<file path="src/hdl/anxb_pkg.sv">
// ============================================================================
// anxb_pkg
// Types and constants shared by the Annex-B NAL splitter.
// ============================================================================
package anxb_pkg;

    localparam int LENGTH_BITS = 32;
    localparam int OUT_LEN_BITS = 32;

    localparam logic [1:0] K_PAYLOAD = 2'd0;
    localparam logic [1:0] K_CLOSE   = 2'd1;
    localparam logic [1:0] K_SUMMARY = 2'd2;

    localparam logic [4:0] T_IDR = 5'd5;
    localparam logic [4:0] T_SPS = 5'd7;
    localparam logic [4:0] T_PPS = 5'd8;
    localparam logic [4:0] T_AUD = 5'd9;

    localparam logic [7:0] B_ZERO = 8'h00;
    localparam logic [7:0] B_ONE  = 8'h01;

    // frame flag bits
    localparam int F_IDR = 0;
    localparam int F_SPS = 1;
    localparam int F_PPS = 2;
    localparam int F_SMP = 3;
    localparam int F_OVF = 4;

    typedef enum logic [3:0] {
        PH_MAIN = 4'b0001,
        PH_RELB = 4'b0010,
        PH_FREL = 4'b0100,
        PH_SUM  = 4'b1000
    } t_phase;

    typedef struct packed {
        logic [1:0]             held;
        logic                   in_unit;
        logic [LENGTH_BITS-1:0] len;
        logic                   ovf;
        logic [4:0]             ctype;
        logic [4:0]             flags;
    } t_state;

    typedef struct packed {
        logic [1:0]              kind;
        logic [7:0]              pbyte;
        logic [4:0]              utype;
        logic                    first;
        logic [OUT_LEN_BITS-1:0] length;
        logic                    sample;
        logic                    idr;
        logic                    sps;
        logic                    pps;
        logic                    avcc_ok;
        logic                    last;
    } t_rec;

    typedef struct packed {
        t_state st;
        t_rec   rec;
        logic   vld;
    } t_op;

endpackage

</file>
<file path="src/hdl/annexb_nal_splitter_top.sv">
// ============================================================================
// annexb_nal_splitter_top
// Annex-B byte stream to NAL payload, end-of-NAL and frame summary records.
// ============================================================================
// Input channel: one stream byte per item plus frame_end on the last byte of
// an access unit. Output channel: one record per item, rec_kind selects
// payload byte, end of NAL or frame summary; last_of_run marks the final
// record caused by an input byte.
// Each input byte is held in an input register and worked off by a step unit
// that emits at most one record per cycle into the result register while the
// receiver does not stall. A byte that yields zero or one record is done in a
// single step, so plain payload streams at one byte per clock when unstalled.
// A byte that flushes held zeros takes an extra step per released zero; a
// frame_end byte adds up to three zero releases, one close step and one
// summary step. The first record passes the input and result registers.
// Reset clears all parser state and the result register's valid flag;
// parsing restarts before the first start code. When the receiver stalls,
// the result holds and the step unit waits, so the input stalls once the
// current byte is not finished.
// ============================================================================
module annexb_nal_splitter_top (
    input  logic        i_clk,
    input  logic        i_rst_n,
    input  logic        i_in_valid,
    output logic        o_in_ready,
    input  logic [7:0]  i_in_byte,
    input  logic        i_frame_end,
    output logic        o_out_valid,
    input  logic        i_out_ready,
    output logic [1:0]  o_rec_kind,
    output logic [7:0]  o_payload_byte,
    output logic [4:0]  o_unit_type,
    output logic        o_first_of_unit,
    output logic [31:0] o_unit_length,
    output logic        o_is_sample_unit,
    output logic        o_frame_has_idr,
    output logic        o_frame_has_sps,
    output logic        o_frame_has_pps,
    output logic        o_frame_avcc_ok,
    output logic        o_last_of_run
);
    import anxb_pkg::*;

    logic       r_busy;
    t_phase     r_phase;
    t_state     r_st;
    logic [7:0] r_byte;
    logic       r_fe;

    t_state n_st;
    t_phase n_phase;
    t_rec   s_rec;
    logic   s_rec_vld;
    logic   s_done;
    logic   out_free;
    logic   step_en;
    logic   in_acc;
    t_rec   out_rec;

    anxb_step u_step (
        .i_st      (r_st),
        .i_phase   (r_phase),
        .i_byte    (r_byte),
        .i_fe      (r_fe),
        .o_st      (n_st),
        .o_phase   (n_phase),
        .o_rec     (s_rec),
        .o_rec_vld (s_rec_vld),
        .o_done    (s_done)
    );

    anxb_out_reg u_out (
        .i_clk   (i_clk),
        .i_rst_n (i_rst_n),
        .i_load  (step_en && s_rec_vld),
        .i_rec   (s_rec),
        .i_ready (i_out_ready),
        .o_free  (out_free),
        .o_valid (o_out_valid),
        .o_rec   (out_rec)
    );

    assign step_en    = r_busy && out_free;
    assign o_in_ready = !r_busy || (step_en && s_done);
    assign in_acc     = i_in_valid && o_in_ready;

    always_ff @(posedge i_clk) begin
        if (!i_rst_n) begin
            r_busy  <= 1'b0;
            r_phase <= PH_MAIN;
            r_st    <= '0;
        end else begin
            if (step_en) begin
                r_st <= n_st;
            end
            if (in_acc) begin
                r_busy  <= 1'b1;
                r_phase <= PH_MAIN;
            end else begin
                if (step_en) begin
                    r_phase <= n_phase;
                end
                if (step_en && s_done) begin
                    r_busy <= 1'b0;
                end
            end
        end
    end

    always_ff @(posedge i_clk) begin
        if (in_acc) begin
            r_byte <= i_in_byte;
            r_fe   <= i_frame_end;
        end
    end

    assign o_rec_kind       = out_rec.kind;
    assign o_payload_byte   = out_rec.pbyte;
    assign o_unit_type      = out_rec.utype;
    assign o_first_of_unit  = out_rec.first;
    assign o_unit_length    = out_rec.length;
    assign o_is_sample_unit = out_rec.sample;
    assign o_frame_has_idr  = out_rec.idr;
    assign o_frame_has_sps  = out_rec.sps;
    assign o_frame_has_pps  = out_rec.pps;
    assign o_frame_avcc_ok  = out_rec.avcc_ok;
    assign o_last_of_run    = out_rec.last;

endmodule

</file>
<file path="src/hdl/anxb_step.sv">
// ============================================================================
// anxb_step
// One micro-step of the parser: state, held item and phase in; at most one
// record, next state and next phase out.
// ============================================================================
module anxb_step (
    input  anxb_pkg::t_state i_st,
    input  anxb_pkg::t_phase i_phase,
    input  logic [7:0]       i_byte,
    input  logic             i_fe,
    output anxb_pkg::t_state o_st,
    output anxb_pkg::t_phase o_phase,
    output anxb_pkg::t_rec   o_rec,
    output logic             o_rec_vld,
    output logic             o_done
);
    import anxb_pkg::*;

    function automatic t_op put_payload(t_state s, logic [7:0] b);
        t_op  r;
        logic first;
        r       = '0;
        r.st    = s;
        r.vld   = s.in_unit;
        first   = (s.len == '0) && !s.ovf;
        if (s.in_unit) begin
            if (first) begin
                r.st.ctype = b[4:0];
            end
            r.rec.kind  = K_PAYLOAD;
            r.rec.pbyte = b;
            r.rec.utype = first ? b[4:0] : s.ctype;
            r.rec.first = first;
            if (s.len == '1) begin
                r.st.ovf = 1'b1;
            end else begin
                r.st.len = s.len + LENGTH_BITS'(1);
            end
        end
        return r;
    endfunction

    function automatic t_op close_unit(t_state s);
        t_op  r;
        logic smp;
        r   = '0;
        r.st = s;
        smp = !(s.ctype == T_SPS || s.ctype == T_PPS || s.ctype == T_AUD);
        r.vld = s.in_unit && ((s.len != '0) || s.ovf);
        if (r.vld) begin
            r.rec.kind   = K_CLOSE;
            r.rec.utype  = s.ctype;
            r.rec.length = OUT_LEN_BITS'(s.len);
            r.rec.sample = smp;
            if (s.ctype == T_IDR) r.st.flags[F_IDR] = 1'b1;
            if (s.ctype == T_SPS) r.st.flags[F_SPS] = 1'b1;
            if (s.ctype == T_PPS) r.st.flags[F_PPS] = 1'b1;
            if (smp) begin
                r.st.flags[F_SMP] = 1'b1;
                if (s.ovf) r.st.flags[F_OVF] = 1'b1;
            end
        end
        r.st.len   = '0;
        r.st.ovf   = 1'b0;
        r.st.ctype = '0;
        return r;
    endfunction

    t_op  op;
    logic main_done;

    always_comb begin
        op        = '0;
        op.st     = i_st;
        o_phase   = i_phase;
        main_done = 1'b0;
        o_done    = 1'b0;
        case (i_phase)
            PH_MAIN: begin
                if (i_byte == B_ZERO) begin
                    if (i_st.held != 2'd3) begin
                        op.st.held = i_st.held + 2'd1;
                    end else begin
                        op = put_payload(i_st, B_ZERO);
                    end
                    main_done = 1'b1;
                end else if (i_byte == B_ONE && i_st.held[1]) begin
                    op            = close_unit(i_st);
                    op.st.in_unit = 1'b1;
                    op.st.held    = 2'd0;
                    main_done     = 1'b1;
                end else if (i_st.held != 2'd0) begin
                    op         = put_payload(i_st, B_ZERO);
                    op.st.held = i_st.held - 2'd1;
                    o_phase    = PH_RELB;
                end else begin
                    op        = put_payload(i_st, i_byte);
                    main_done = 1'b1;
                end
            end
            PH_RELB: begin
                if (i_st.held != 2'd0) begin
                    op         = put_payload(i_st, B_ZERO);
                    op.st.held = i_st.held - 2'd1;
                end else begin
                    op        = put_payload(i_st, i_byte);
                    main_done = 1'b1;
                end
            end
            PH_FREL: begin
                if (i_st.held != 2'd0) begin
                    op         = put_payload(i_st, B_ZERO);
                    op.st.held = i_st.held - 2'd1;
                end else begin
                    op      = close_unit(i_st);
                    o_phase = PH_SUM;
                end
            end
            PH_SUM: begin
                op.vld          = 1'b1;
                op.rec.kind     = K_SUMMARY;
                op.rec.idr      = i_st.flags[F_IDR];
                op.rec.sps      = i_st.flags[F_SPS];
                op.rec.pps      = i_st.flags[F_PPS];
                op.rec.avcc_ok  = i_st.flags[F_SMP] && !i_st.flags[F_OVF];
                op.st           = '0;
                o_done          = 1'b1;
            end
            default: begin
                o_done = 1'b1;
            end
        endcase
        if (main_done) begin
            if (i_fe) begin
                o_phase = PH_FREL;
            end else begin
                o_done = 1'b1;
            end
        end
        o_st          = op.st;
        o_rec         = op.rec;
        o_rec.last    = o_done;
        o_rec_vld     = op.vld;
    end

endmodule

</file>
<file path="src/hdl/anxb_out_reg.sv">
// ============================================================================
// anxb_out_reg
// Result register with valid/ready toward the receiver.
// ============================================================================
module anxb_out_reg (
    input  logic           i_clk,
    input  logic           i_rst_n,
    input  logic           i_load,
    input  anxb_pkg::t_rec i_rec,
    input  logic           i_ready,
    output logic           o_free,
    output logic           o_valid,
    output anxb_pkg::t_rec o_rec
);
    import anxb_pkg::*;

    logic r_valid;
    t_rec r_rec;

    assign o_free  = !r_valid || i_ready;
    assign o_valid = r_valid;
    assign o_rec   = r_rec;

    always_ff @(posedge i_clk) begin
        if (!i_rst_n) begin
            r_valid <= 1'b0;
        end else if (o_free) begin
            r_valid <= i_load;
        end
    end

    always_ff @(posedge i_clk) begin
        if (o_free && i_load) begin
            r_rec <= i_rec;
        end
    end

endmodule

</file>
<file path="config.mk">
export PLATFORM = sky130hd
export DESIGN_NAME = annexb_nal_splitter_top
export DESIGN_NICKNAME = d
export VERILOG_FILES = /design/src/hdl/anxb_pkg.sv /design/src/hdl/annexb_nal_splitter_top.sv /design/src/hdl/anxb_step.sv /design/src/hdl/anxb_out_reg.sv
export SDC_FILE = /design/constraint.sdc
export NUM_CORES = 1
export LEC_CHECK = 0
export ABC_AREA = 1
export BUFFER_PORTS_ARGS = -buffer_cell sky130_fd_sc_hd__buf_2
export CAP_MARGIN = 10
export CELL_PAD_IN_SITES_DETAIL_PLACEMENT = 0
export CELL_PAD_IN_SITES_GLOBAL_PLACEMENT = 1
export CORE_ASPECT_RATIO = 0.9
export CORE_MARGIN = 2
export CORE_UTILIZATION = 39
export CTS_CLUSTER_DIAMETER = 80
export DETAILED_ROUTE_END_ITERATION = 8
export PLACE_DENSITY = 0.84
export SLEW_MARGIN = 25
export SYNTH_ARGS = -nofsm -noshare
export SYNTH_HDL_FRONTEND = slang
export SYNTH_HIERARCHICAL = 1
export SYNTH_SLANG_ARGS = --single-unit
</file>
<file path="constraint.sdc">
create_clock -name i_clk -period 4.85 [get_ports i_clk]
set_input_delay 0.97 -clock i_clk [delete_from_list [all_inputs] [get_ports i_clk]]
set_output_delay 0.97 -clock i_clk [all_outputs]
set_load 0.005 [all_outputs]
</file>
==> implementation parameters, run 1 <==
Parameter                              Value

Global routing
  Global-route wire length before repair    31.9 mm
  Met2 Usage GRT    0.341
  Initial antenna violation count    0
  Maximum number of pins on one net before global-route repair    53
  All-Layer GR Usage    0.223
  Met3 track utilization from global routing    0.0425
  Routing usage on met1    0.310
  Layer with the highest usage    met2
  Total congestion overflow    0
  Via count of the first global-routing pass    6078

Detailed routing
  Total Routed Length    20.2 mm
  Total vias in the final route    6592
  Number of search-and-repair iterations in the first detailed-routing pass    5
  Number of DRC markers in iteration 0    692
  WL per Instance    16.0 um
  Ratio of routed vias to standard cells    5.24
  Post-route DRC violation count    0
  Remaining number of nets flagged by the antenna check after routing    0

Place
  Count of input and output buffers    68
  Estimated wirelength of the detail-placed design    13.6 mm
  Placed Area    0.00727 mm^2
  Routability Congestion    0.919

Clocking
  Insertion delay of the later-clocked pin in the worst-skew pair    430 ps
  Worst-path clk slew    60 ps
  Sink count of the clock tree    115
  Clk buf depth    2
  CTS Root Cell    clkbuf_16
  Maximum level of the CTS H-tree    4
  Post-CTS resize count    0
  TritonCTS Buffers    17
  TritonCTS clock tree    done
  Hold Buf Count CTS    0
  Post-CTS Setup Inserts    0

Timing
  Worst hold slack    489 ps
  Fin crit share    0.717
  Measured slew at the worst slew-check pin    882 ps
  Top achievable clock speed    288 MHz
  Fin Clk Skew    7.33 ps
  Sum of negative setup slack    0 ps
  Unrepaired setup endpoints after global routing    false
  Number of pins with negative max-slew slack in the final report    0
  Number of hold-slack violations in the final timing report    0
  Final setup violation count    0
  Relative slew slack    0.412
  Shortest clock period the worst path allows after layout    3480 ps

Critical path
  Worst EP required    3880 ps
  Kind of cell adding the most delay to the critical path    simple AND/OR/NAND/NOR gates
  Sort of element at the start of the critical path    register
  Library cell appearing most often on the critical path    nand2_1
  Critical path's largest stage delay    580 ps
  Worst Setup End Kind    primary output
  Crit Path Class    register to primary output
  Critical Path Start    r_byte[5]
  Crit path buf inv count    2
  Worst-path cell with the longest stage delay    nor2_2
  FF-to-FF Start    r_st[11]
  Critical path peak fanout    15
  Data arrival time at the worst-slack endpoint    2510 ps
  Cell-by-cell trace of the critical path    nor2_1 -> nand2_1 -> nor2_2 -> inv_1 -> nand3_1 -> nand2_1 -> nand2_1 -> nand2_1 -> nand2_1 -> nand2_1 -> nand2_1 -> buf_2

Floorplan
  Full die area    0.0185 mm^2
  Core box area    0.0169 mm^2
  DIE HEIGHT    129 um
  Boundary Pins    69
  Site Rows    45
  Die width    143 um
  Starting density of the core    0.400

Pwr
  Worst supply voltage drop on vdd    0.000263 V
  Leakage power    3.31 nW
  Power density cells    363 mW/mm^2

Outcome
  Result of the run    finished clean

Finish
  Share of cells above drive strength 1    0.161
  Layout Cell Area excl Fill    0.00788 mm^2
  Area growth from synthesis to final layout    16.2%
  Storage cell area    0.00293 mm^2
  Area of the multi-input gates    0.00327 mm^2
  Commonest cells after routing, fill and taps aside    nor2_1 (222), nand2_1 (188), inv_1 (87)
  Leading cell type in the layout, fill and taps excluded    nor2_1
  Filler cell count    1755
  Net count reported at finish    1025
  Number of antenna repair diodes    0

Synth
  Gate count of the mapped netlist    952
  Unique cell type count in the Yosys netlist    41
  Avg Inst Size Synth    7.12 um^2
  Number of storage elements in the synthesis netlist    115
  Syn_nets    967
  Warnings from Yosys    6
  Netlist area before placement    0.00678 mm^2
  Share of the yosys chip area belonging to registers    0.432

Worst hold path
  Path type of the worst min-delay path    register to register
  Hold path startpoint    r_st[3]

Run
  Max-cap violation count    0
-- cells in the mapped netlist (all sizes together) --
library cell    n  area [um^2]
nor2          244         1030
nand2         203          815
inv           102          383
o21ai          82          410
nand3          65          335
edfxtp         63         1890
dfxtp          52         1040
a21oi          30          154
nand4          28          181
buf            21          150
nor3           21          120
clkbuf         12         51.3
o22ai           6         37.5
a31oi           4         25.0
o31ai           3         22.5
ha              2         25.0
nand3b          2         15.0
nor4            2         12.5
o211ai          2         15.0
o21bai          2         15.0
a21boi          1         7.51
and2            1         6.26
clkinv          1         8.76
o211a           1         10.0
o221ai          1         8.76
or2             1         6.26
-- logic make-up after synthesis --
kind of cell,Yosys count,share of synthesized area
compound gates,132,0.104
fa+ha+maj,2,0.00369
buf+inv,136,0.0874
flops,115,0.432
simple gates,567,0.372
-- layer usage --
| layer | vias up | wire (um) |
|---|---|---|
| met1 | 3048 | 9470 |
| met4 | 0 | 506 |
| met5 | - | 0 |
| met3 | 42 | 1410 |
| li1 | 3241 | - |
| met2 | 261 | 8790 |
-- worst reg2reg max path: stages, from the launching register on --
cell	delay, ps
dfxtp_1	480
inv_1	140
ha_1	250
nand4_1	100
nor2_1	50
nand2_1	100
nor2_4	70
nor2_2	170
inv_1	100
nand2_1	70
nand3_1	60
nand2_1	110
inv_1	50
nor2_1	110
inv_1	90
a21oi_4	560
buf_12	290
-- layout make-up --
type / instances / area share
clock buffers: 20 / 0.0579
clock inverters: 12 / 0.0197
inverters: 103 / 0.0497
multi-input cells: 701 / 0.415
flip-flops and latches: 115 / 0.372
well taps: 235 / 0.0373
repair buffers: 72 / 0.0486
-- per-stage QoR --
stage	instances	util	setup slack, ps	power (mW)
floorplan	952	-	184	1.46
global placement	1226	0.429	1820	1.57
detailed placement	1226	0.429	1750	1.57
CTS	1258	0.465	1390	2.88
global route	1258	0.465	1170	2.99
finish	1258	0.465	1370	2.86
-- sequential cells by signal, indices dropped and copies added, names as in the netlist --
register	flops
r_busy	1
r_byte	8
r_fe	1
r_phase	4
r_st	46
u_out/o_rec	54
u_out/o_valid	1
-- path summary, 6_finish.rpt --
path | endpoint | slack (ps) | cells after the start
max | o_in_ready | 1370 | 12
min | r_st[3] | 490 | 2
max reg2reg | u_out/o_rec[17] | 1710 | 16
min reg2reg | r_st[3] | 490 | 2
-- power breakdown --
part	total, mW	leakage [nW]	switching (mW)	internal [mW]
registers	1.15	1.07	0.0635	1.09
clock network	1.30	0.296	0.467	0.834
logic	0.415	1.95	0.290	0.125
total	2.86	3.31	0.821	2.04
Note: power is estimated with default switching activity, not from simulation.
==> inputs of run 2 (changes only) <==
Clock period 4.85 ns to 3.15 ns, I/O delays scaled along.
==> run 2 against run 1 <==
Compared with the run above: core utilization up 0.41 points; sequential share of layout area is 0.32 points lower; die area did not move; hold slack got worse by 100 ps; clock power is 53% higher; register-to-register slack lost 1200 ps; critical endpoint unchanged.
==> implementation parameters, run 2 (synthesis results as in run 1) <==
Parameter                              Value

Run
  Max-cap violation count    0 (unchanged)

Place
  Estimated wirelength of the detail-placed design    13.9 mm (+2.7%)
  Count of input and output buffers    68 (unchanged)
  Placed Area    0.00734 mm^2 (+1.0%)
  Routability Congestion    0.967 (+5.2%)

Detailed routing
  WL per Instance    15.9 um (-1.0%)
  Total Routed Length    20.1 mm (-0.21%)
  Number of DRC markers in iteration 0    649 (-6.2%)
  Number of search-and-repair iterations in the first detailed-routing pass    6 (+1)
  Post-route DRC violation count    0 (unchanged)
  Ratio of routed vias to standard cells    5.17 (-1.3%)
  Total vias in the final route    6556 (-0.55%)
  Remaining number of nets flagged by the antenna check after routing    0 (unchanged)

Floorplan
  Full die area    0.0185 mm^2 (unchanged)
  DIE HEIGHT    129 um (unchanged)
  Starting density of the core    0.400 (unchanged)
  Site Rows    45 (unchanged)
  Core box area    0.0169 mm^2 (unchanged)
  Die width    143 um (unchanged)
  Boundary Pins    69 (unchanged)

Worst hold path
  Hold path startpoint    i_in_byte[6]
  Path type of the worst min-delay path    primary input to register

Clocking
  TritonCTS clock tree    done
  Maximum level of the CTS H-tree    4 (unchanged)
  Worst-path clk slew    60 ps (about the same)
  Post-CTS resize count    0 (unchanged)
  CTS Root Cell    clkbuf_16
  Hold Buf Count CTS    0 (unchanged)
  Sink count of the clock tree    115 (unchanged)
  Clk buf depth    2 (unchanged)
  Post-CTS Setup Inserts    0 (unchanged)
  Insertion delay of the later-clocked pin in the worst-skew pair    420 ps (about the same)
  TritonCTS Buffers    17 (unchanged)

Finish
  Final design utilization    0.469 (+0.00406)
  Flip-flop count of the largest register, all copies and words added    54 (unchanged)
  Number of antenna repair diodes    0 (unchanged)
  Share of cells above drive strength 1    0.170 (+0.00909)
  Leading cell type in the layout, fill and taps excluded    nor2_1
  Filler cell count    1753 (-0.11%)
  Area growth from synthesis to final layout    17.2%
  Layout Cell Area excl Fill    0.00795 mm^2 (+0.87%)
  Commonest cells after routing, fill and taps aside    nor2_1 (222), nand2_1 (188), inv_1 (87)
  Net count reported at finish    1035 (+0.98%)

Timing
  Top achievable clock speed    346 MHz
  Measured slew at the worst slew-check pin    894 ps (+12.1 ps)
  Worst hold slack    384 ps (-105 ps)
  Final setup violation count    0 (unchanged)
  Relative slew slack    0.404 (-0.00806)
  Sum of negative setup slack    0 ps (unchanged)
  Unrepaired setup endpoints after global routing    false
  Number of pins with negative max-slew slack in the final report    0 (unchanged)
  Number of hold-slack violations in the final timing report    0 (unchanged)
  Shortest clock period the worst path allows after layout    2890 ps
  Fin Clk Skew    5.38 ps (-1.95 ps)
  Fin crit share    0.917

Global routing
  Maximum number of pins on one net before global-route repair    51 (-3.8%)
  Total congestion overflow    0 (unchanged)
  All-Layer GR Usage    0.223 (-0.000350)
  Global-route wire length before repair    31.9 mm (about the same)
  Initial antenna violation count    0 (unchanged)
  Via count of the first global-routing pass    6076 (-0.033%)

Critical path
  Cell-by-cell trace of the critical path    inv_2 -> nand2_1 -> nor2_2 -> inv_1 -> nand2_1 -> nor2_1 -> inv_1 -> nand2_1 -> nand2_1 -> nand2_1 -> buf_2
  Critical path's largest stage delay    410 ps (-170 ps)
  Critical Path Start    r_phase[0]
  FF-to-FF Start    r_st[11]
  Worst EP required    2520 ps (-1360 ps)
  Worst-path cell with the longest stage delay    dfxtp_1
  Data arrival time at the worst-slack endpoint    2260 ps (-250 ps)
  Crit path buf inv count    4 (+2)
  Sort of element at the start of the critical path    register
  Critical path peak fanout    5 (-10)
  Library cell appearing most often on the critical path    nand2_1
  Worst Setup End Kind    primary output
  Crit Path Class    register to primary output
  Kind of cell adding the most delay to the critical path    simple AND/OR/NAND/NOR gates

Pwr
  Power density cells    554 mW/mm^2 (+52%)
  Total power draw    4.40 mW (+54%)
  Leakage power    3.36 nW (+1.3%)
  Worst supply voltage drop on vdd    0.000374 V (+42%)

Outcome
  Result of the run    finished clean
-- run 2: cell type report --
type                       count  area (um^2)  area share
multi-input combinational    701         3270       0.411
clock buffer                  17          425      0.0535
timing repair buffer          82          458      0.0576
tap                          235          294      0.0370
clock inverter                15          180      0.0227
sequential                   115         2930       0.369
inverter                     103          392      0.0493
-- run 2: where the power goes --
group | switching, mW | internal, mW
combinational | 0.445 | 0.203
sequential | 0.0944 | 1.67
clock | 0.742 | 1.25
-- run 2: per-stage QoR --
stage / instances / setup WS [ps]
finish: 1268 / 260
global route: 1268 / 127
CTS: 1268 / 294
detailed placement: 1236 / 560
global placement: 1236 / 624
floorplan: 952 / 286
-- run 2: routing by layer --
layer	global-route usage	up-vias	wire length [um]
li1	-	3262	-
met1	0.319	3037	9720
met2	0.344	226	8740
met3	0.0484	31	1340
met4	0.0547	0	337
met5	0	-	0
-- run 2: worst paths after layout --
kind,to,cells past startpoint,slack (ps)
max,o_in_ready,11,260
min,r_byte[6],1,380
max reg2reg,u_out/o_rec[28],16,540
min reg2reg,r_st[2],2,480
==> inputs of run 3 (changes only) <==
Settings changed: ABC_AREA 1 to 0, CORE_UTILIZATION 39 to 42.
==> run 3 against run 2 <==
Compared with the run above: clock-buffer cell count grew 3; core utilization up 3.8 points; largest power group unchanged; setup slack worse by 150 ps; clock power barely moved; power shrank 16%; first-iteration DRC count grew 6.3%; sequential share of layout area is 2.1 points higher; synthesized area shrank 4.9%; cell area shrank 5.2%.
==> implementation parameters, run 3 <==
Parameter                              Value

Run
  Max-cap violation count    0 (unchanged)

Global routing
  Total congestion overflow    0 (unchanged)
  Global-route wire length before repair    26.2 mm (-18%)
  Initial antenna violation count    0 (unchanged)
  Maximum number of pins on one net before global-route repair    98 (+92%)
  Via count of the first global-routing pass    5086 (-16%)
  All-Layer GR Usage    0.202 (-0.0205)

Timing
  Fin Clk Skew    7.31 ps (+1.94 ps)
  Worst hold slack    387 ps (+2.07 ps)
  Final setup violation count    0 (unchanged)
  Shortest clock period the worst path allows after layout    3040 ps (+154 ps)
  Number of hold-slack violations in the final timing report    0 (unchanged)
  Relative slew slack    0.343 (-0.0606)
  Top achievable clock speed    328 MHz (-5.1%)
  Fin crit share    0.967 (+0.0490)
  Measured slew at the worst slew-check pin    985 ps (+90.9 ps)
  Number of pins with negative max-slew slack in the final report    0 (unchanged)

Critical path
  Crit path buf inv count    2 (-2)
  Worst-path cell with the longest stage delay    edfxtp_1
  Crit Path Class    register to primary output
  Sort of element at the start of the critical path    register
  Critical path peak fanout    6 (+1)
  Data arrival time at the worst-slack endpoint    2410 ps (+150 ps)
  Worst Setup End Kind    primary output
  Critical path's largest stage delay    450 ps (+40 ps)
  Cell-by-cell trace of the critical path    nor4_2 -> and2_1 -> a31oi_1 -> o21ai_2 -> a21boi_2 -> inv_2 -> buf_2
  Worst EP required    2520 ps (about the same)
  Kind of cell adding the most delay to the critical path    simple AND/OR/NAND/NOR gates

Outcome
  Result of the run    finished clean

Clocking
  CTS Root Cell    clkbuf_16
  Sink count of the clock tree    115 (unchanged)
  Maximum level of the CTS H-tree    4 (unchanged)
  TritonCTS Buffers    17 (unchanged)
  Clk buf depth    2 (unchanged)
  Hold Buf Count CTS    0 (unchanged)
  Worst-path clk slew    50 ps (about the same)
  Insertion delay of the later-clocked pin in the worst-skew pair    420 ps (about the same)
  TritonCTS clock tree    done

Finish
  Leading cell type in the layout, fill and taps excluded    a21oi_1
  Area growth from synthesis to final layout    16.8%
  Share of cells above drive strength 1    0.246 (+0.0756)
  Flip-flop count of the largest register, all copies and words added    54 (unchanged)
  Final design utilization    0.507 (+0.0377)
  Filler cell count    1392 (-21%)
  Commonest cells after routing, fill and taps aside    a21oi_1 (81), buf_2 (68), edfxtp_1 (63)
  Net count reported at finish    746 (-28%)
  Number of antenna repair diodes    0 (unchanged)

Worst hold path
  Path type of the worst min-delay path    primary input to register

Place
  Routability Congestion    0.929 (-3.8%)
  Count of input and output buffers    68 (unchanged)
  Estimated wirelength of the detail-placed design    10.6 mm (-24%)

Pwr
  Part of the power in registers    0.431 (+0.030)
  Sw Pwr    774 uW (-40%)
  Switching share of total power    0.209 (-0.0821)
  Internal Pwr Total    2.93 mW (-6.2%)
  Relative contribution of combinational cells to total power    0.036 (-0.111)
  Power density cells    491 mW/mm^2 (-11%)
  Clock Power Share    0.533 (+0.081)
  Leakage power    2.44 nW (-27%)
  Worst supply voltage drop on vdd    0.000414 V (+11%)

Detailed routing
  Number of search-and-repair iterations in the first detailed-routing pass    5 (-1)
  Total vias in the final route    5423 (-17%)
  Number of DRC markers in iteration 0    690 (+6.3%)
  WL per Instance    17.0 um (+7.2%)
  Remaining number of nets flagged by the antenna check after routing    0 (unchanged)
  Ratio of routed vias to standard cells    5.76 (+11%)
  Post-route DRC violation count    0 (unchanged)
  Total Routed Length    16.0 mm (-20%)

Floorplan
  Site Rows    42 (-6.7%)
  Boundary Pins    69 (unchanged)
  Full die area    0.0164 mm^2 (-11%)
  DIE HEIGHT    122 um (-5.8%)
  Starting density of the core    0.434 (+0.0336)
  Core box area    0.0149 mm^2 (-12%)
  Die width    135 um (-5.9%)

Synth
  Gate count of the mapped netlist    673 (-29%)
  Cell accounting for the most synthesized area    edfxtp_1
  Fraction of registers with async set or reset after synthesis    0 (unchanged)
  Dominant cells by area after synthesis    edfxtp_1 (29%), dfxtp_1 (16%), a21oi_1 (6.3%), nand3_1 (4.7%), a21bo_2 (4.7%)
  List of most frequent post-synthesis cells    a21oi_1 (81), edfxtp_1 (63), nand3_1 (61)
  Unique cell type count in the Yosys netlist    75 (+83%)
  Syn_nets    688 (-29%)
  Avg Inst Size Synth    9.59 um^2 (+35%)
  Warnings from Yosys    6 (unchanged)
  Number of storage elements in the synthesis netlist    115 (unchanged)
  Most numerous cell in the Yosys netlist    a21oi_1
  Netlist area before placement    0.00645 mm^2 (-4.9%)
  Number of flops mapped to enable cells by yosys    63 (unchanged)
  Share of the yosys chip area belonging to registers    0.455 (+0.0222)
  Share of the synthesized area in the top cell type    0.293 (+0.0143)
  Predominant post-synthesis flop cell    edfxtp_1
run 3: changes by cell type in the layout (fill, tap and decap cells not counted), sizes merged, moves of 11 or more:
cell   previous run  this run
a21bo             0        49
o21ai            82        25
and2              1        45
nor2            244        35
nand2           203        41
a21oi            30        81
a22o              0        11
nor3             21         7
nor4              2        14
nand4            28        17
inv             105        18
run 3: path summary, 6_finish.rpt:
path,start,end,slack (ps),depth (start not counted)
setup / recovery,r_byte[4],o_in_ready,110,7
hold / removal,i_in_byte[1],r_byte[1],390,1
setup reg to reg,r_st[11],r_st[16],350,11
hold reg to reg,r_busy,r_phase[2],510,2
run 3: routing by layer:
layer  GRT usage  part of all wire
met1       0.290              0.47
met2       0.300              0.44
met3      0.0424             0.066
met4      0.0783             0.016
met5           0                 0
run 3: logic make-up (layout without fill, tap and decap cells):
group                    after synthesis  count (layout)  synth area share
AND/OR/NAND/NOR                      270             270             0.242
AO/OA/AOI/OAI                        216             216             0.241
flip-flops                           115             115             0.455
buffers and inverters                 68             139            0.0551
adder cells (fa/ha/maj)                2               2           0.00388
XOR/XNOR                               1               1           0.00136
multiplexers                           1               1           0.00155
run 3: final cells by class:
class | instances | area [um^2] | share of cell area
tap | 198 | 248 | 0.0329
clock inverter | 12 | 163 | 0.0216
timing repair buffer | 89 | 498 | 0.0661
sequential | 115 | 2940 | 0.389
inverter | 18 | 67.6 | 0.00896
multi-input combinational | 490 | 3190 | 0.423
clock buffer | 20 | 437 | 0.0579
run 3: per-stage QoR:
| stage | setup TNS (ps) | setup slack (ps) | area (um^2) | total power, mW | std cells |
|---|---|---|---|---|---|
| global placement | 0 | 294 | 6920 | 1.75 | 910 |
| global route | -19.6 | -19.6 | 7540 | 3.80 | 942 |
| floorplan | 0 | 454 | 6450 | 1.71 | 673 |
| finish | 0 | 105 | 7540 | 3.70 | 942 |
| detailed placement | 0 | 288 | 6920 | 1.75 | 910 |
| CTS | 0 | 6.44 | 7520 | 3.73 | 942 |
run 3: power by group through the flow:
stage          clock network (mW)  registers (mW)  logic [mW]
6_report                     1.97            1.59       0.133
2_1_floorplan                   0            1.62      0.0940
5_1_grt                      2.06            1.59       0.145
3_3_place_gp                    0            1.62       0.127
3_5_place_dp                    0            1.62       0.129
4_1_cts                      2.01            1.59       0.129
run 3: timing repair:
action / in CTS / in global routing
gates resized for setup: 1 / 5
buffers inserted: 0 / 0
gates cloned: 0 / 0
endpoints found under the setup margin: 1 / 1
